--- src/hw/rtl/utf8sd_pkg.sv ---
`default_nettype none

package utf8sd_pkg;

    localparam int BYTE_W = 8;
    localparam int CP_W   = 32;
    localparam int ACC_W  = 21;
    localparam int LEN_W  = 3;
    localparam int LEFT_W = 2;

    localparam logic [CP_W-1:0] ERROR_VALUE_RESET = '1;

    localparam logic [1:0] CONT_TAG = 2'b10;

    localparam logic [3:0] NIB_CONT_LO = 4'h8;
    localparam logic [3:0] NIB_TWO_LO  = 4'hC;
    localparam logic [3:0] NIB_THREE   = 4'hE;

    localparam logic [LEN_W-1:0] LEN_ONE   = 3'd1;
    localparam logic [LEN_W-1:0] LEN_TWO   = 3'd2;
    localparam logic [LEN_W-1:0] LEN_THREE = 3'd3;
    localparam logic [LEN_W-1:0] LEN_FOUR  = 3'd4;

    typedef struct packed {
        logic [CP_W-1:0]  codepoint;
        logic             is_error;
        logic [LEN_W-1:0] seq_bytes;
    } result_t;

endpackage

`default_nettype wire

--- src/hw/rtl/utf8_stream_decoder_core.sv ---
// utf8 stream decoder: one byte request accepted per cycle unless the input stalls
// a result appears in the output register in the cycle after its last byte is accepted
// the sequence state registers update once per accepted byte
// input stalls only while a finished result waits under output stall
// rst_n async low: sequence state cleared, no result held, error_value set to all ones
`default_nettype none

module utf8_stream_decoder_core
    import utf8sd_pkg::*;
(
    input  wire logic              clk,
    input  wire logic              rst_n,
    input  wire logic              in_valid,
    output logic                   in_stall,
    input  wire logic [BYTE_W-1:0] byte_in,
    output logic                   out_valid,
    input  wire logic              out_stall,
    output logic [CP_W-1:0]        codepoint,
    output logic                   is_error,
    output logic [LEN_W-1:0]       seq_bytes,
    input  wire logic              cfg_valid,
    output logic                   cfg_ready,
    input  wire logic [CP_W-1:0]   cfg_data
);

    logic [LEFT_W-1:0] bytes_left_reg, bytes_left_next;
    logic [ACC_W-1:0]  acc_reg, acc_next;
    logic              bad_reg, bad_next;
    logic [LEN_W-1:0]  total_len_reg, total_len_next;
    logic [CP_W-1:0]   error_value_reg;
    logic              out_valid_reg;
    result_t           result_reg, result_next;
    logic              emit;
    logic              accept;
    logic              cont_bad;
    logic [ACC_W-1:0]  acc_shift;
    logic [LEFT_W-1:0] left_dec;
    logic [3:0]        nib;

    assign in_stall  = out_valid_reg && out_stall;
    assign accept    = in_valid && !in_stall;
    assign cfg_ready = 1'b1;

    assign nib       = byte_in[7:4];
    assign cont_bad  = byte_in[7:6] != CONT_TAG;
    assign acc_shift = {acc_reg[ACC_W-7:0], byte_in[5:0]};
    assign left_dec  = bytes_left_reg - 2'd1;

    always_comb
    begin
        bytes_left_next       = bytes_left_reg;
        acc_next              = acc_reg;
        bad_next              = bad_reg;
        total_len_next        = total_len_reg;
        emit                  = 1'b0;
        result_next.codepoint = {{(CP_W-BYTE_W){1'b0}}, byte_in};
        result_next.is_error  = 1'b0;
        result_next.seq_bytes = LEN_ONE;
        if (bytes_left_reg == '0)
        begin
            if (nib < NIB_CONT_LO)
            begin
                emit = 1'b1;
            end
            else if (nib < NIB_TWO_LO)
            begin
                emit                  = 1'b1;
                result_next.codepoint = error_value_reg;
                result_next.is_error  = 1'b1;
            end
            else
            begin
                bad_next = 1'b0;
                if (nib < NIB_THREE)
                begin
                    acc_next        = {{(ACC_W-5){1'b0}}, byte_in[4:0]};
                    bytes_left_next = 2'd1;
                    total_len_next  = LEN_TWO;
                end
                else if (nib == NIB_THREE)
                begin
                    acc_next        = {{(ACC_W-4){1'b0}}, byte_in[3:0]};
                    bytes_left_next = 2'd2;
                    total_len_next  = LEN_THREE;
                end
                else
                begin
                    acc_next        = {{(ACC_W-3){1'b0}}, byte_in[2:0]};
                    bytes_left_next = 2'd3;
                    total_len_next  = LEN_FOUR;
                end
            end
        end
        else
        begin
            bytes_left_next = left_dec;
            acc_next        = acc_shift;
            bad_next        = bad_reg || cont_bad;
            if (left_dec == '0)
            begin
                emit                  = 1'b1;
                result_next.is_error  = bad_reg || cont_bad;
                result_next.codepoint = (bad_reg || cont_bad) ? error_value_reg
                                      : {{(CP_W-ACC_W){1'b0}}, acc_shift};
                result_next.seq_bytes = total_len_reg;
                acc_next              = '0;
                bad_next              = 1'b0;
                total_len_next        = '0;
            end
        end
    end

    always_ff @(posedge clk or negedge rst_n)
    begin
        if (!rst_n)
        begin
            bytes_left_reg  <= '0;
            acc_reg         <= '0;
            bad_reg         <= 1'b0;
            total_len_reg   <= '0;
            error_value_reg <= ERROR_VALUE_RESET;
            out_valid_reg   <= 1'b0;
        end
        else
        begin
            if (cfg_valid && cfg_ready)
            begin
                error_value_reg <= cfg_data;
            end
            if (accept)
            begin
                bytes_left_reg <= bytes_left_next;
                acc_reg        <= acc_next;
                bad_reg        <= bad_next;
                total_len_reg  <= total_len_next;
            end
            if (accept && emit)
            begin
                out_valid_reg <= 1'b1;
            end
            else if (!out_stall)
            begin
                out_valid_reg <= 1'b0;
            end
        end
    end

    always_ff @(posedge clk)
    begin
        if (accept && emit)
        begin
            result_reg <= result_next;
        end
    end

    assign out_valid = out_valid_reg;
    assign codepoint = result_reg.codepoint;
    assign is_error  = result_reg.is_error;
    assign seq_bytes = result_reg.seq_bytes;

endmodule

`default_nettype wire

--- config.mk ---
export PLATFORM = sky130hd
export DESIGN_NAME = utf8_stream_decoder_core
export DESIGN_NICKNAME = d
export VERILOG_FILES = /design/src/hw/rtl/utf8sd_pkg.sv /design/src/hw/rtl/utf8_stream_decoder_core.sv
export SDC_FILE = /design/constraint.sdc
export NUM_CORES = 1
export LEC_CHECK = 0
export CAP_MARGIN = 20
export CORE_ASPECT_RATIO = 0.8
export CORE_MARGIN = 2
export CORE_UTILIZATION = 45
export DETAILED_ROUTE_END_ITERATION = 10
export DONT_BUFFER_PORTS = 1
export PLACE_DENSITY = 0.62
export SLEW_MARGIN = 15
export SYNTH_ARGS = -nofsm -noshare
export SYNTH_HDL_FRONTEND = slang
export SYNTH_SLANG_ARGS = --single-unit
--- constraint.sdc ---
create_clock -name clk -period 3.8 [get_ports clk]
set_input_delay 0.76 -clock clk [delete_from_list [all_inputs] [get_ports clk]]
set_output_delay 0.76 -clock clk [all_outputs]
set_load 0.1 [all_outputs]
# After elaboration in Yosys (flattened, before gate mapping)
# Cells that the tools add are included.
# W data, S select, Z words.
# totals
regBits	90
latchBits	0
mem_bits_rw	0
romBits	0
inputBits	45
output_inout_bits	39
word_cells	62
n_memories	0
# classes
addsub	1
n_mul	0
n_div	0
order_cmp	3
n_eq_ne	5
n_shift	0
muxes	32
n_bitwise	1
reduce_logical	11
# op_table
operator	count
$mux W33	3
$mux W15	4
$mux W36	1
$mux W32	1
$mux W3	6
$lt A4 B4 Y1 const B	3
$mux W1	11
$mux W2	4
$ne A2 B2 Y1 const B	3
$mux W5	1
$eq A4 B4 Y1 const B	1
$logic_not A2 Y1	2
$mux W4	1
$reduce_and A4 Y1	1
$logic_and A1 B1 Y1	3
$reduce_and A3 Y1	1
$ne A2 B1 Y1 const B	1
$reduce_bool A2 Y1	1
$reduce_or A2 Y1	1
$sub A2 B1 Y2 const B	1
$logic_not A1 Y1	1
$logic_or A1 B1 Y1	1
$not A1 Y1	1

# Depth between registers and ports, before layout
# logic_depth
ltp_word	6
depth_mapped	5
depth_no_buf	3

# Worst setup path after synthesis
# No wires, ideal clock.
# synth_path
kind	register to register
from	register out_valid_reg (netlist: out_valid)
to	register result_reg, in the netlist codepoint[0], enable pin
setup_ps	441
t_arrival_ps	2983
t_required_ps	3359
slack_ps	375
stages_incl_launch_ff	4
path_buffers	0
period_less_slack_ps	3425
cell_sequence	dfrtp_1 -> nand2_1 -> nand2_1 -> a21oi_1
# synth_between
elab_chain_len	4
# synth_lines
item	line_no	source
start: declaration	utf8_stream_decoder_core.sv:31	logic out_valid_reg;
start signal: assignment	utf8_stream_decoder_core.sv:122	out_valid_reg <= 1'b0;
start signal: assignment	utf8_stream_decoder_core.sv:139	out_valid_reg <= 1'b1;
start signal: assignment	utf8_stream_decoder_core.sv:143	out_valid_reg <= 1'b0;
$logic_and A1 B1 Y1	utf8_stream_decoder_core.sv:40	assign in_stall = out_valid_reg && out_stall;
$logic_not A1 Y1	utf8_stream_decoder_core.sv:41	assign accept = in_valid && !in_stall;
$logic_and A1 B1 Y1	utf8_stream_decoder_core.sv:41	
$logic_and A1 B1 Y1	utf8_stream_decoder_core.sv:150	if (accept && emit)
end signal: assignment	utf8_stream_decoder_core.sv:152	result_reg <= result_next;
end: declaration	utf8_stream_decoder_core.sv:32	result_t result_reg, result_next;
# No other way between the ends.
# A chain may end at the register's enable or synchronous reset.

# Final worst setup path
# layout_path
from	register out_valid_reg (netlist: out_valid)
to	output port in_stall
# layout_between
elab_chain_len	1
# layout_lines
item	line_no	source
$logic_and A1 B1 Y1	utf8_stream_decoder_core.sv:40	
end: declaration	utf8_stream_decoder_core.sv:14	output logic in_stall,
# No other way between the ends.

==> impl_metrics.csv <==
group,metric,value,unit
clock_network,cts_max_level,3,
floorplanning,dieArea,9140,sq um
clock_network,cts_hold_buf,0,
floorplanning,start_util,0.471,
synth,synth_seq_area_share,0.655,
hold_path,hp-class,"primary input to async pin",
synth,synth_top_area_frac,0.286,
detailed_routing,routedWlPerCell,19.1,um
clock_network,postCtsSetupRepairBufs,0,
floorplanning,fp-row-count,29,
synth,post_synth_instance_area,3770,sq um
critical_path,cp-end-kind,"output pin",
timing,slew_viol_final,0,
clock_network,cts_root_buffer,"clkbuf_8",
synth,syn-instance-count,270,
floorplanning,ios,84,
synth,yosysMostFrequentCell,"edfxtp_1",
clock_network,cts.sinks,90,
synth,ys_seq_elements,90,
synth,synth_enable_flop_cells,36,
critical_path,crit_path_max_fanout,7,
detailed_routing,drtPass1Iterations,4,
critical_path,r2r_slack,1240,ps
floorplanning,die_width,106,um
timing,fin_crit_sh,0.697,
layout,fin_nets,313,
detailed_routing,remaining_drc_errors,0,
global_route,top_usage_layer,"met2",
global_route,use_met3,0.0532,
synth,async_flop_share,0.600,
timing,max_slew_margin,0.374,
global_route,overflow,0,
timing,fin_worst_skew,14.8,ps
timing,hold_viol_final,0,
outcome,run_status,"finished clean",
clock_network,cts_repair_resize_count,0,
timing,tightestPinTransition,941,ps
clock_network,cts.clk_slew.worst_paths,90,ps
global_route,grt_max_degree,55,
synth,yosysWarnings,0,
timing,fmax,0.378,GHz
timing,layout_min_cycle_time,2650,ps
floorplanning,die_height,85.9,um
critical_path,worstPathRequired,3040,ps
global_route,grt_usage,0.168,
place,hpwl,4.77,mm
layout,drive_gt1_frac,0.319,
floorplanning,core-area,8020,sq um
synth,synthFlopType,"edfxtp_1",
synth,ys_top_cells_by_area,"edfxtp_1 (29%), dfstp_2 (22%), dfrtp_1 (15%), mux2_2 (9.5%), a22o_1 (3.0%)",
place,gp_congestion,0.762,
timing,finalSetupViolations,0,
power_and_ir_drop,irDropWorstVdd,0.000339,V
clock_network,cts-buffers-inserted,9,
synth,synth_common_cells,"edfxtp_1 (36), dfstp_2 (32), mux2_2 (32), dfrtp_1 (22), inv_1 (18)",
global_route,grt_pass1_wl,11.8,mm
detailed_routing,viasPerCell,5.56,
timing,tns,0,ps
global_route,grtUsageMet2,0.262,
layout,finish.instance_area,4080,sq um
detailed_routing,ant_nets,0,
timing,rsz0062_at_grt,"no",
synth,syn_area_per_cell,14.0,sq um
clock_network,insertion_delay,360,ps
power_and_ir_drop,p_leak,0.00153,uW
place,place_area,3870,sq um
layout,insertedDiodeCount,0,
global_route,antenna_found_initial,0,
synth,ys_types,39,
critical_path,critPathLaunchType,"register",
power_and_ir_drop,power.density,668,nW/um^2
synth,synth_top_cell_by_area,"edfxtp_1",
clock_network,clock_path_buffers,2,
global_route,use_met1,0.227,
flow_run,cap_violations,0,
place,portBuffers,0,
global_route,grt_pass1_vias,2203,
detailed_routing,drtIter0Drc,95,
synth,syn_nets,315,
detailed_routing,vias,2117,
detailed_routing,routed_wl,7.28,mm
layout,syn2layout_area_growth,7.95,%
clock_network,cts_tree,"yes",
critical_path,critPathArrivalTime,1890,ps
critical_path,path_class,"register to output pin",
-- kinds of logic after synthesis --
| logic type | Yosys count | synth area share |
|---|---|---|
| muxes | 44 | 0.130 |
| buffers and inverters | 35 | 0.0404 |
| DFF | 90 | 0.655 |
| other | 1 | 0.000993 |
| AOI/OAI and AO/OA | 51 | 0.0981 |
| and+or+nand+nor | 49 | 0.0759 |
-- final timing paths --
| kind | from | endpoint | depth (start not counted) |
|---|---|---|---|
| worst max-delay path | out_valid | in_stall | 3 |
| worst min-delay path | rst_n | acc_reg[4] | 0 |
| worst max register to register | bytes_left_reg[1] | codepoint[20] | 4 |
| worst min register to register | acc_reg[0] | acc_reg[6] | 2 |
| max in group asynchronous | rst_n | error_value_reg[2] | 0 |
| min in group clk | byte_in[7] | bad_reg | 1 |
-- per-layer routing --
metal	part of all wire	vias to the layer above
li1	-	969
met1	0.46	1075
met2	0.47	62
met3	0.054	11
met4	0.017	0
met5	0	-
-- placed cells by master (no fill, tap or decap), types with 10 or more instances in the layout --
cell      instances
dfstp_2          32
o21ai_0          16
nand3_1          10
mux2_2           32
dfrtp_1          22
edfxtp_1         36
a22o_1           13
and2_1           15
inv_1            18
-- final cells by class --
class	instances	area, sq um
multi-input combinational	145	1170
clock buffer	10	128
tap	108	135
clock inverter	6	73.8
inverter	18	67.6
sequential	90	2470
fill	695	3940
timing repair buffer	4	30.0
-- power by group --
| group | total [uW] | switching, uW | internal, uW |
|---|---|---|---|
| clock | 666 | 352 | 313 |
| combinational | 346 | 189 | 157 |
| sequential | 1710 | 477 | 1230 |
| total | 2720 | 1020 | 1700 |
-- stage by stage --
stage / util / total power [uW] / hold slack [ps] / worst slack (ps) / std cells
finish: 0.508 / 2720 / 87.3 / 1150 / 381
global route: 0.508 / 2840 / 59.8 / 1000 / 381
CTS: 0.508 / 2750 / 65.0 / 1130 / 381
detailed placement: 0.483 / 2080 / 467 / 1210 / 365
global placement: 0.483 / 2070 / 467 / 1300 / 365
floorplan: - / 1990 / 463 / 375 / 270
-- worst max-delay path, cell delays in order, from the launching register on --
cell and delay, ps:
dfrtp_1 330, buf_4 290, nand2_1 240, inv_1 660
No activity file was read; power rests on OpenSTA's default activity.
